[src/rtl/core/slac_pkg.sv]
// shared constants, codes and types of the set associative lru cache model
package slac_pkg;

	// default storage geometry
	localparam int MAX_SETS_DEF = 64;
	localparam int MAX_WAYS_DEF = 8;

	// field widths
	localparam int CMD_W      = 2;
	localparam int ADDR_W     = 64;
	localparam int TAG_W      = 64;
	localparam int USE_W      = 32;
	localparam int CNT_W      = 32;
	localparam int OUT_W      = 2;
	localparam int SB_W       = 3;
	localparam int BB_W       = 6;
	localparam int WAYS_W     = 4;
	localparam int RAW_SET_W  = 7;
	localparam int SHIFT_W    = 7;
	localparam int CFG_IDX_W  = 2;
	localparam int CFG_DATA_W = 6;
	localparam int LINE_W     = 1 + TAG_W + USE_W;

	localparam int QUEUE_DEPTH = 2;

	// record kinds
	localparam logic [CMD_W-1:0] CMD_FETCH  = 2'd0;
	localparam logic [CMD_W-1:0] CMD_LOAD   = 2'd1;
	localparam logic [CMD_W-1:0] CMD_STORE  = 2'd2;
	localparam logic [CMD_W-1:0] CMD_MODIFY = 2'd3;

	// lookup outcomes
	localparam logic [OUT_W-1:0] OUT_NONE  = 2'd0;
	localparam logic [OUT_W-1:0] OUT_HIT   = 2'd1;
	localparam logic [OUT_W-1:0] OUT_MISS  = 2'd2;
	localparam logic [OUT_W-1:0] OUT_EVICT = 2'd3;

	// configuration register indexes
	localparam logic [CFG_IDX_W-1:0] REG_SET_BITS   = 2'd0;
	localparam logic [CFG_IDX_W-1:0] REG_BLOCK_BITS = 2'd1;
	localparam logic [CFG_IDX_W-1:0] REG_WAYS       = 2'd2;

	// queue status toward both sides
	typedef struct packed {
		logic full;
		logic empty;
	} slac_q_stat_t;

endpackage

[src/rtl/core/slac_queue.sv]
// short record queue between front end and back end
module slac_queue #(
	parameter int W = 8
) (
	input  logic                  clk,
	input  logic                  arst_n,
	input  logic                  push,
	input  logic [W-1:0]          wdata,
	input  logic                  pop,
	output logic [W-1:0]          rdata,
	output slac_pkg::slac_q_stat_t stat
);

	localparam int DEPTH = slac_pkg::QUEUE_DEPTH;
	localparam int PTR_W = (DEPTH > 1) ? $clog2(DEPTH) : 1;
	localparam int CNT_W = $clog2(DEPTH + 1);

	logic [W-1:0]     slots_q [DEPTH];
	logic [PTR_W-1:0] wr_ptr_q;
	logic [PTR_W-1:0] rd_ptr_q;
	logic [CNT_W-1:0] cnt_q;

	always_ff @(posedge clk) begin
		if (push) begin
			slots_q[wr_ptr_q] <= wdata;
		end
	end

	always_ff @(posedge clk or negedge arst_n) begin
		if (!arst_n) begin
			wr_ptr_q <= '0;
			rd_ptr_q <= '0;
			cnt_q    <= '0;
		end else begin
			if (push) begin
				wr_ptr_q <= (wr_ptr_q == PTR_W'(DEPTH - 1)) ? '0 : wr_ptr_q + PTR_W'(1);
			end
			if (pop) begin
				rd_ptr_q <= (rd_ptr_q == PTR_W'(DEPTH - 1)) ? '0 : rd_ptr_q + PTR_W'(1);
			end
			if (push && !pop) begin
				cnt_q <= cnt_q + CNT_W'(1);
			end else if (pop && !push) begin
				cnt_q <= cnt_q - CNT_W'(1);
			end
		end
	end

	assign rdata      = slots_q[rd_ptr_q];
	assign stat.full  = (cnt_q == CNT_W'(DEPTH));
	assign stat.empty = (cnt_q == '0);

endmodule

[config.mk]
export PLATFORM = sky130hd
export DESIGN_NAME = slac_queue
export DESIGN_NICKNAME = d
export VERILOG_FILES = /design/src/rtl/core/slac_pkg.sv /design/src/rtl/core/slac_queue.sv
export SDC_FILE = /design/constraint.sdc
export NUM_CORES = 1
export LEC_CHECK = 0
export CAP_MARGIN = 0
export CELL_PAD_IN_SITES_DETAIL_PLACEMENT = 0
export CELL_PAD_IN_SITES_GLOBAL_PLACEMENT = 1
export CORE_MARGIN = 4
export CORE_UTILIZATION = 30
export DETAILED_ROUTE_END_ITERATION = 6
export DONT_BUFFER_PORTS = 1
export GPL_TIMING_DRIVEN = 0
export PLACE_DENSITY_LB_ADDON = 0.1
export SLEW_MARGIN = 15
export SYNTH_ARGS = -nofsm -noshare
export SYNTH_HDL_FRONTEND = slang
export SYNTH_SLANG_ARGS = --single-unit
[constraint.sdc]
create_clock -name clk -period 1.4 [get_ports clk]
set_input_delay 0.21 -clock clk [delete_from_list [all_inputs] [get_ports clk]]
set_output_delay 0.21 -clock clk [all_outputs]
set_load 0.01 [all_outputs]
==> summary.txt <==
Outcome
  – Status: completed

Placement
  – GPL Wtd Cong: 0.6321
  – Pre-CTS WS: 0.01429 ns
  – IO buf count: 0
  – Post-detailed-placement half-perimeter wirelength: 854.4 microns

Job
  – Max-cap violations: 0

Global route
  – Largest net degree at the start of global routing: 12
  – GRT overflow: 0
  – Total Routing Usage GR: 7.383%
  – Antenna violations before repair: 0
  – Vias in the first global route: 394
  – First-pass GRT wire length: 1800 microns

Power and ir drop
  – Max VDD drop: 0.9270 mV
  – Pwr Density: 1716 nW/um^2
  – LEAKAGE: 0.3489 nW

Yosys
  – Netlist cell types: 12
  – Synth Area in Compound Gates: 0%
  – Seq/Total Area, Yosys: 75.32%
  – Synth warn: 0
  – Synth Register Bits: 20
  – Syn_nets: 54
  – Simple-gate area share of the yosys netlist: 3.734%
  – Post-synthesis mux area share: 11.69%
  – Post-Synthesis Cells: 41
  – Combinational family with the most area after synthesis: multiplexers
  – Cell Area, Synth: 770.7 sq um
  – Post-Synth Adder-Cell Area: 1.623%
  – XOR/XNOR Fraction of Synth Area: 5.682%
  – Syn_area_per_cell: 18.80 sq um

Setup path
  – Crit path DAT: 1.15 ns
  – Crit-path max cell delay: 0.38 ns
  – CP cell instances: buf_6 > mux2_2
  – Worst r2r src: wr_ptr_q
  – Worst Path Required: 1.19 ns
  – Setup CP Type: flop to primary output
  – Worst reg2reg path depth: 1
  – Buf/Inv on CP: 1
  – CP endpoint kind: primary output
  – Worst path slowest cell: mux2_2
  – CP Max Fanout: 9
  – Crit path max-delay family: multiplexers
  – Number of cells on the critical path: 2
  – R2r endpoint: slots_q[0][4]
  – Flop2flop setup slack: 0.26 ns
  – Startpoint Class: flop

Final layout
  – Commonest non-fill, non-tap cell in the layout: edfxtp_1
  – Layout cells sized above 1: 26.32%
  – Fillers: 239
  – Area of the multi-input gates: 177.7 sq um
  – Antenna cells: 0
  – Most frequent cells in the layout: 16 x edfxtp_1, 11 x dlygate4sd3_1, 8 x mux2_2, 4 x xor2_1, 4 x dfrtp_1
  – Final core utilization: 38.89%
  – Synth-to-layout area growth: 23.86%
  – Final net count: 71
  – Register area: 580.6 sq um

Floorplanning
  – Die Y: 58.69 microns
  – # rows: 18
  – Die width: 58.69 microns
  – Floorplan core area: 2455 sq um
  – Initial Util: 31.40%
  – Die area: 3444 sq um
  – Io pins: 22

Clock tree
  – Total CTS buffers: 3
  – CTS Sinks: 20
  – Clk buf depth: 2
  – CTS tree: yes
  – CTS clk-pin slew, worst paths: 0.10 ns
  – H-tree lvl count: 1
  – Worst skew pair latency: 0.28 ns
  – CTS Root Buffer Type: clkbuf_4

STA
  – RSZ-0062 raised after global routing: yes
  – Slew Viols, Final: 0
  – Relative slew margins: 71.90%
  – Final min period: 1.356 ns
  – Final setup fails: 0
  – Fmax: 737.4 MHz
  – Final WS setup: 0.04383 ns
  – Clock skew: 0.004379 ns
  – Period utilization: 96.87%
  – Final hold violations: 0
  – Worst Tran Pin Value: 0.4196 ns

Drt
  – Router iterations before antenna repair: 2
  – WL final: 1150 microns
  – Via density per instance: 4.356
  – Vias: 379
  – DRC: 0
  – DR iter-0 viols: 1
  – Drt wl/cell: 13.22 microns
  – Antenna-violating nets left: 0

Worst hold path
  – Hold crit path type: input port to flop
  – Worst Hold End: cnt_q[0]
  – Worst Hold Depth: 2
  – HP Start: push
[stage by stage]
step	setup TNS, ns	cells	cell area (sq um)	hold slack (ns)	total power, mW
after floorplan	0	41	770.7	-0.08559	1.263
after global placement	0	71	808.3	-0.08545	1.337
after detailed placement	0	71	808.3	-0.08547	1.355
after CTS	0	78	864.6	0.002942	1.630
after global routing	-0.1371	87	954.7	0.1835	1.748
final	0	87	954.7	0.1713	1.638
[repair_timing]
action	4_1_cts	5_1_grt
setup buffers	0	1
endpoints found under the setup margin	0	16
hold buffers	3	8
hold endpoints to repair	6	16
resized for setup	0	1
[sequential cells by signal (all words and copies together) (netlist names)]
signal	count
cnt_q	2
rd_ptr_q	1
slots_q	16
wr_ptr_q	1
[report_power, final]
group	switching (mW)	total [mW]	internal [mW]
Sequential	0.0706	0.879	0.808
Clock	0.152	0.262	0.110
Combinational	0.256	0.498	0.242
Total	0.478	1.64	1.16
[worst max-delay path by stage]
stage	startpoint	endpoint	slack, ns
3_5_place_dp	wr_ptr_q	slots_q[0][7]	0.01
2_1_floorplan	wr_ptr_q	slots_q[0][0]	0.24
4_1_cts	wr_ptr_q	slots_q[0][4]	0.002
3_3_place_gp	wr_ptr_q	slots_q[0][5]	0.05
5_1_grt	rd_ptr_q	rdata[0]	-0.02
6_report	rd_ptr_q	rdata[6]	0.04
[Yosys cell counts]
cell / number / area [sq um]
and2_1: 1 / 6.260
and2b_2: 1 / 8.760
buf_6: 1 / 11.26
dfrtp_1: 4 / 100.1
edfxtp_1: 16 / 480.5
ha_1: 1 / 12.51
inv_1: 1 / 3.750
mux2_2: 8 / 90.09
nor2_1: 2 / 7.510
nor2b_1: 1 / 6.260
xnor2_1: 1 / 8.760
xor2_1: 4 / 35.03
[cell type report]
type / instances / area share [%]
buffer: 1 / 1.180
clock buffer: 4 / 2.752
inverter: 1 / 0.3932
multi-input combinational: 19 / 18.61
sequential: 20 / 60.81
tap: 30 / 3.932
timing repair buffer: 12 / 12.32
[logic make-up (layout without fill, tap and decap cells)]
logic type | Yosys count | in the layout
flops | 20 | 20
mux | 8 | 8
xor+xnor | 5 | 5
simple gates | 5 | 5
buf+inv | 2 | 18
fa+ha+maj | 1 | 1
[metal layers]
metal / vias up / part of all wire, % / global-route usage (%)
met2: 12 / 54 / 13.24
met4: 0 / 0 / 3.883
met5: - / 0 / 0
met1: 188 / 39 / 6.601
li1: 179 / - / -
met3: 0 / 7.5 / 3.947
Note: power is estimated with default switching activity, not from simulation.
