===== src/rtl/core/slac_pkg.sv =====
// shared constants, codes and types of the set associative lru cache model
package slac_pkg;

	// default storage geometry
	localparam int MAX_SETS_DEF = 64;
	localparam int MAX_WAYS_DEF = 8;

	// field widths
	localparam int CMD_W      = 2;
	localparam int ADDR_W     = 64;
	localparam int TAG_W      = 64;
	localparam int USE_W      = 32;
	localparam int CNT_W      = 32;
	localparam int OUT_W      = 2;
	localparam int SB_W       = 3;
	localparam int BB_W       = 6;
	localparam int WAYS_W     = 4;
	localparam int RAW_SET_W  = 7;
	localparam int SHIFT_W    = 7;
	localparam int CFG_IDX_W  = 2;
	localparam int CFG_DATA_W = 6;
	localparam int LINE_W     = 1 + TAG_W + USE_W;

	localparam int QUEUE_DEPTH = 2;

	// record kinds
	localparam logic [CMD_W-1:0] CMD_FETCH  = 2'd0;
	localparam logic [CMD_W-1:0] CMD_LOAD   = 2'd1;
	localparam logic [CMD_W-1:0] CMD_STORE  = 2'd2;
	localparam logic [CMD_W-1:0] CMD_MODIFY = 2'd3;

	// lookup outcomes
	localparam logic [OUT_W-1:0] OUT_NONE  = 2'd0;
	localparam logic [OUT_W-1:0] OUT_HIT   = 2'd1;
	localparam logic [OUT_W-1:0] OUT_MISS  = 2'd2;
	localparam logic [OUT_W-1:0] OUT_EVICT = 2'd3;

	// configuration register indexes
	localparam logic [CFG_IDX_W-1:0] REG_SET_BITS   = 2'd0;
	localparam logic [CFG_IDX_W-1:0] REG_BLOCK_BITS = 2'd1;
	localparam logic [CFG_IDX_W-1:0] REG_WAYS       = 2'd2;

	// queue status toward both sides
	typedef struct packed {
		logic full;
		logic empty;
	} slac_q_stat_t;

endpackage


===== src/rtl/core/slac_front.sv =====
// front end: configuration registers, record accept and address split
module slac_front #(
	parameter int MAX_SETS = slac_pkg::MAX_SETS_DEF,
	parameter int SET_W    = 1,
	parameter int Q_W      = slac_pkg::CMD_W + SET_W + slac_pkg::TAG_W
) (
	input  logic                              clk,
	input  logic                              arst_n,
	input  logic                              cfg_we,
	input  logic [slac_pkg::CFG_IDX_W-1:0]    cfg_index,
	input  logic [slac_pkg::CFG_DATA_W-1:0]   cfg_wdata,
	input  logic                              start,
	input  logic                              busy,
	input  logic [slac_pkg::CMD_W-1:0]        cmd,
	input  logic [slac_pkg::ADDR_W-1:0]       address,
	output logic                              push,
	output logic [Q_W-1:0]                    item,
	output logic [slac_pkg::WAYS_W-1:0]       ways
);

	localparam int MOD_W = $clog2(MAX_SETS) + slac_pkg::RAW_SET_W + 1;

	logic [slac_pkg::SB_W-1:0]      set_bits_q;
	logic [slac_pkg::BB_W-1:0]      block_bits_q;
	logic [slac_pkg::WAYS_W-1:0]    ways_q;

	logic [slac_pkg::ADDR_W-1:0]    off_shifted;
	logic [slac_pkg::RAW_SET_W:0]   set_mask;
	logic [slac_pkg::RAW_SET_W-1:0] raw_set;
	logic [slac_pkg::SHIFT_W-1:0]   tag_shift;
	logic [slac_pkg::TAG_W-1:0]     tag;
	logic [MOD_W-1:0]               mod_r;
	logic [SET_W-1:0]               set_idx;

	always_ff @(posedge clk or negedge arst_n) begin
		if (!arst_n) begin
			set_bits_q   <= '0;
			block_bits_q <= '0;
			ways_q       <= slac_pkg::WAYS_W'(1);
		end else if (cfg_we) begin
			unique case (cfg_index)
				slac_pkg::REG_SET_BITS:   set_bits_q   <= cfg_wdata[slac_pkg::SB_W-1:0];
				slac_pkg::REG_BLOCK_BITS: block_bits_q <= cfg_wdata[slac_pkg::BB_W-1:0];
				slac_pkg::REG_WAYS:       ways_q       <= cfg_wdata[slac_pkg::WAYS_W-1:0];
				default: ;
			endcase
		end
	end

	// set index and tag
	always_comb begin
		off_shifted = address >> block_bits_q;
		set_mask    = (slac_pkg::RAW_SET_W+1)'((9'd1 << set_bits_q) - 9'd1);
		raw_set     = off_shifted[slac_pkg::RAW_SET_W-1:0] & set_mask[slac_pkg::RAW_SET_W-1:0];
		tag_shift   = slac_pkg::SHIFT_W'(set_bits_q) + slac_pkg::SHIFT_W'(block_bits_q);
		if (tag_shift >= slac_pkg::SHIFT_W'(slac_pkg::ADDR_W)) begin
			tag = '0;
		end else begin
			tag = address >> tag_shift;
		end
	end

	// set index modulo storage depth, restoring steps on a narrow value
	always_comb begin
		mod_r = MOD_W'(raw_set);
		for (int k = slac_pkg::RAW_SET_W - 1; k >= 0; k--) begin
			if (mod_r >= (MOD_W'(MAX_SETS) << k)) begin
				mod_r = mod_r - (MOD_W'(MAX_SETS) << k);
			end
		end
		set_idx = mod_r[SET_W-1:0];
	end

	assign push = start && !busy;
	assign item = {cmd, set_idx, tag};
	assign ways = ways_q;

endmodule


===== config.mk =====
export PLATFORM = sky130hd
export DESIGN_NAME = slac_front
export DESIGN_NICKNAME = d
export VERILOG_FILES = /design/src/rtl/core/slac_pkg.sv /design/src/rtl/core/slac_front.sv
export SDC_FILE = /design/constraint.sdc
export NUM_CORES = 1
export LEC_CHECK = 0
export ABC_AREA = 1
export BUFFER_PORTS_ARGS = -buffer_cell sky130_fd_sc_hd__buf_4
export CAP_MARGIN = 20
export CORE_UTILIZATION = 56
export CTS_BUF_LIST = sky130_fd_sc_hd__clkbuf_4
export DETAILED_ROUTE_END_ITERATION = 7
export PLACE_DENSITY = 0.85
export SLEW_MARGIN = 20
export SYNTH_ARGS = -nofsm -noshare
export SYNTH_HDL_FRONTEND = slang
export SYNTH_SLANG_ARGS = --single-unit

===== constraint.sdc =====
create_clock -name clk -period 4.8 [get_ports clk]
set_input_delay 1.44 -clock clk [delete_from_list [all_inputs] [get_ports clk]]
set_output_delay 1.44 -clock clk [all_outputs]
set_load 0.01 [all_outputs]

==> flow_summary.toml <==
[hold_path]
hp-start = "ways[0]"
holdPathEnd = "ways[0]"
hp-class = "register to register"
hold_depth = 2

[setup_path]
crit_type = "register to output pin"
path_buf_inv = 4
crit_path_max_fanout = 31
arrival_ns = 3.13
ff2ff_path_depth = 3
startpoint_type = "register"
cp_slowest_stage_delay_ns = 0.44
r2r_setup_slack_ns = 3.85
cp.required_ns = 3.36
cp_common_cell = "nand2_1"
reg2reg_to = "block_bits_q[0]"
crit_family = "buffers and inverters"
reg2reg_from = "block_bits_q[0]"
slowest_stage = "fa_2"
endpoint_kind = "output pin"
cp_cell_sequence = "ha_1 -> inv_1 -> fa_2 -> inv_2 -> buf_4 -> nand2_1 -> nand3_1 -> nand2_1 -> nand2_1 -> nand3_1 -> nand3_1 -> nand2_1 -> buf_4"

[finish]
fin_nets = 1300
areaGrowthSynthToFinish_pct = 17.6
layout_common_cells = "492 x nand2_1, 315 x nand3_1, 160 x buf_4"
final_common_cell = "nand2_1"
utilization_pct = 68.9
post_layout_nonfiller_instances = 1345
num-fill-cells = 988
layout-drive-gt1-share_pct = 18.4
num_antenna_cells = 0

[power]
pwr-share-clk_pct = 2.1
power_leakage_nw = 3.48
combPwrFrac_pct = 94.0
p_seq_share_pct = 3.9
power.density_nw_per_um2 = 569
p_sw_share_pct = 63.4
total_power_w = 0.00366
ir_worst_vdd_mv = 0.336
intPower_w = 0.00134
power.switching_w = 0.00232

[global_routing]
grt_pass1_vias = 6887
overflow = 0
grt_use_total_pct = 40.3
grt_antenna_before_repair = 0
grt_pass1_wl_mm = 32.7
grt_max_degree = 68

[drt]
drt_iter0_drc = 699
drcViolationCount = 0
antenna_left = 0
wl_per_cell_um = 15.0
vias_per_cell = 5.78
dr.pass1.iters = 5
wirelength_mm = 20.2
vias = 7774

[sta]
fmax_mhz = 219
slew_violations = 0
setup_tns_ns = 0
hold_ws_ns = 0.501
rsz0062_at_grt = "false"
finalHoldViolCount = 0
finalCritPeriodShare_pct = 95.2
finalSetupViolCount = 0
relSlewSlack_pct = 35.8
period_needed_ns = 4.57
worstMarginPinSlew_ns = 0.961
finClkSkew_ns = 0

[cts]
clk_pin_slew_ns = 0.08
htree_levels = 1
cts.sinks = 13
cts_setup_buffers = 0
cts_root_buf = "clkbuf_4"
cts_resized = 0
cts_tree = "built"
cts_inserted_buffers = 3
holdBufCountCts = 0
clock_latency_ns = 0.28
ctsLongestPathBuffers = 2

[synthesis]
synth_cells = 1139
synth_seq_cells = 13
synth.net_count = 1222
synth_seq_area_share_pct = 5.98
ys_warn_count = 0
ys_types = 31
syn_avg_cell_area_um2 = 4.80
synthesis.area_um2 = 5460

[place]
dpl.cell_count = 1341
dp_hpwl_mm = 15.4
place_congestion = 0.948
io_buffers = 146

[floorplan]
start_util_pct = 58.6
die_h_um = 101
core_area_um2 = 9330
chipWidth_um = 101
die_area_um2 = 10200
num_rows = 35
ioPinCount = 151

[run]
max_cap_viol_count = 0

[outcome]
run_status = "finished clean"
power groups by stage:
stage          combinational [W]  sequential (W)   clock, W
2_1_floorplan            0.00242        0.000142          0
3_3_place_gp             0.00334        0.000144          0
3_5_place_dp             0.00336        0.000145          0
4_1_cts                  0.00337        0.000143  0.0000769
5_1_grt                  0.00383        0.000146  0.0000828
6_report                 0.00344        0.000144  0.0000759
flip-flops by register name, summed over array words and instances (netlist names):
name and count:
ways 4, set_bits_q 3, block_bits_q 6
layout make-up:
cell class	instances	area (um^2)	share of cell area, %
multi-input combinational	1002	4540	70.6
clock buffer	4	30.0	0.467
sequential	13	327	5.08
timing repair buffer	162	1230	19.2
tap	129	161	2.51
inverter	35	136	2.12
worst min-delay path, stage by stage (launching register included):
cell and delay (ns):
dfstp_2 0.37, nand2_1 0.05, o21ai_0 0.07
cell usage after synthesis:
master    number  area share (%)
nand2_1      493              34
nand3_1      315              29
o21ai_0       63             5.8
buf_2         42             3.8
nor2_1        41             2.8
or2_2         37             4.2
inv_1         28             1.9
clkbuf_1      18             1.2
o21ai_1       15             1.4
buf_4         14             1.9
dfrtp_1       12             5.5
nor3_2         8             1.5
or2_1          8            0.92
buf_1          7            0.48
buf_6          6             1.2
a21oi_1        5            0.46
inv_2          5            0.34
ha_1           3            0.69
nor3_1         3            0.27
clkbuf_2       2            0.18
mux2i_1        2            0.37
o211ai_1       2            0.27
xor2_1         2            0.32
and2_1         1            0.11
clkinv_1       1           0.069
dfstp_2        1            0.48
fa_1           1            0.37
inv_4          1            0.11
nand2_4        1            0.21
nor2_2         1            0.11
o21ai_2        1            0.16
worst max-delay path by stage:
stage	cells past startpoint	to	slack, ns	startpoint
6_report	13	item[7]	0.23	set_bits_q[0]
5_1_grt	13	item[12]	0.05	set_bits_q[0]
4_1_cts	13	item[41]	0.19	set_bits_q[0]
3_5_place_dp	11	item[20]	0.45	address[28]
3_3_place_gp	11	item[20]	0.46	address[28]
2_1_floorplan	12	item[1]	0.94	block_bits_q[1]
through the flow:
step	cell area [um^2]	worst slack, ns
floorplan	5460	0.939
finish	6430	0.229
global route	6430	0.0515
global placement	6390	0.462
CTS	6420	0.192
detailed placement	6390	0.450
layer usage:
layer	share of wire, %	GRT usage, %	up-vias
met3	8.1	5.89	77
met1	41	49.5	3435
li1	-	-	3883
met5	0	0	-
met2	45	68.0	379
met4	6.1	21.5	0
cells by family (layout without fill, tap and decap cells):
logic type | after synthesis | after routing | share of synthesized area, %
compound gates | 86 | 86 | 8.04
xor+xnor | 2 | 2 | 0.321
fa+ha+maj | 4 | 4 | 1.05
buf+inv | 124 | 201 | 11.4
flops | 13 | 13 | 5.98
mux | 2 | 2 | 0.366
simple gates | 908 | 908 | 72.9
(Power assumes the default switching activity.)
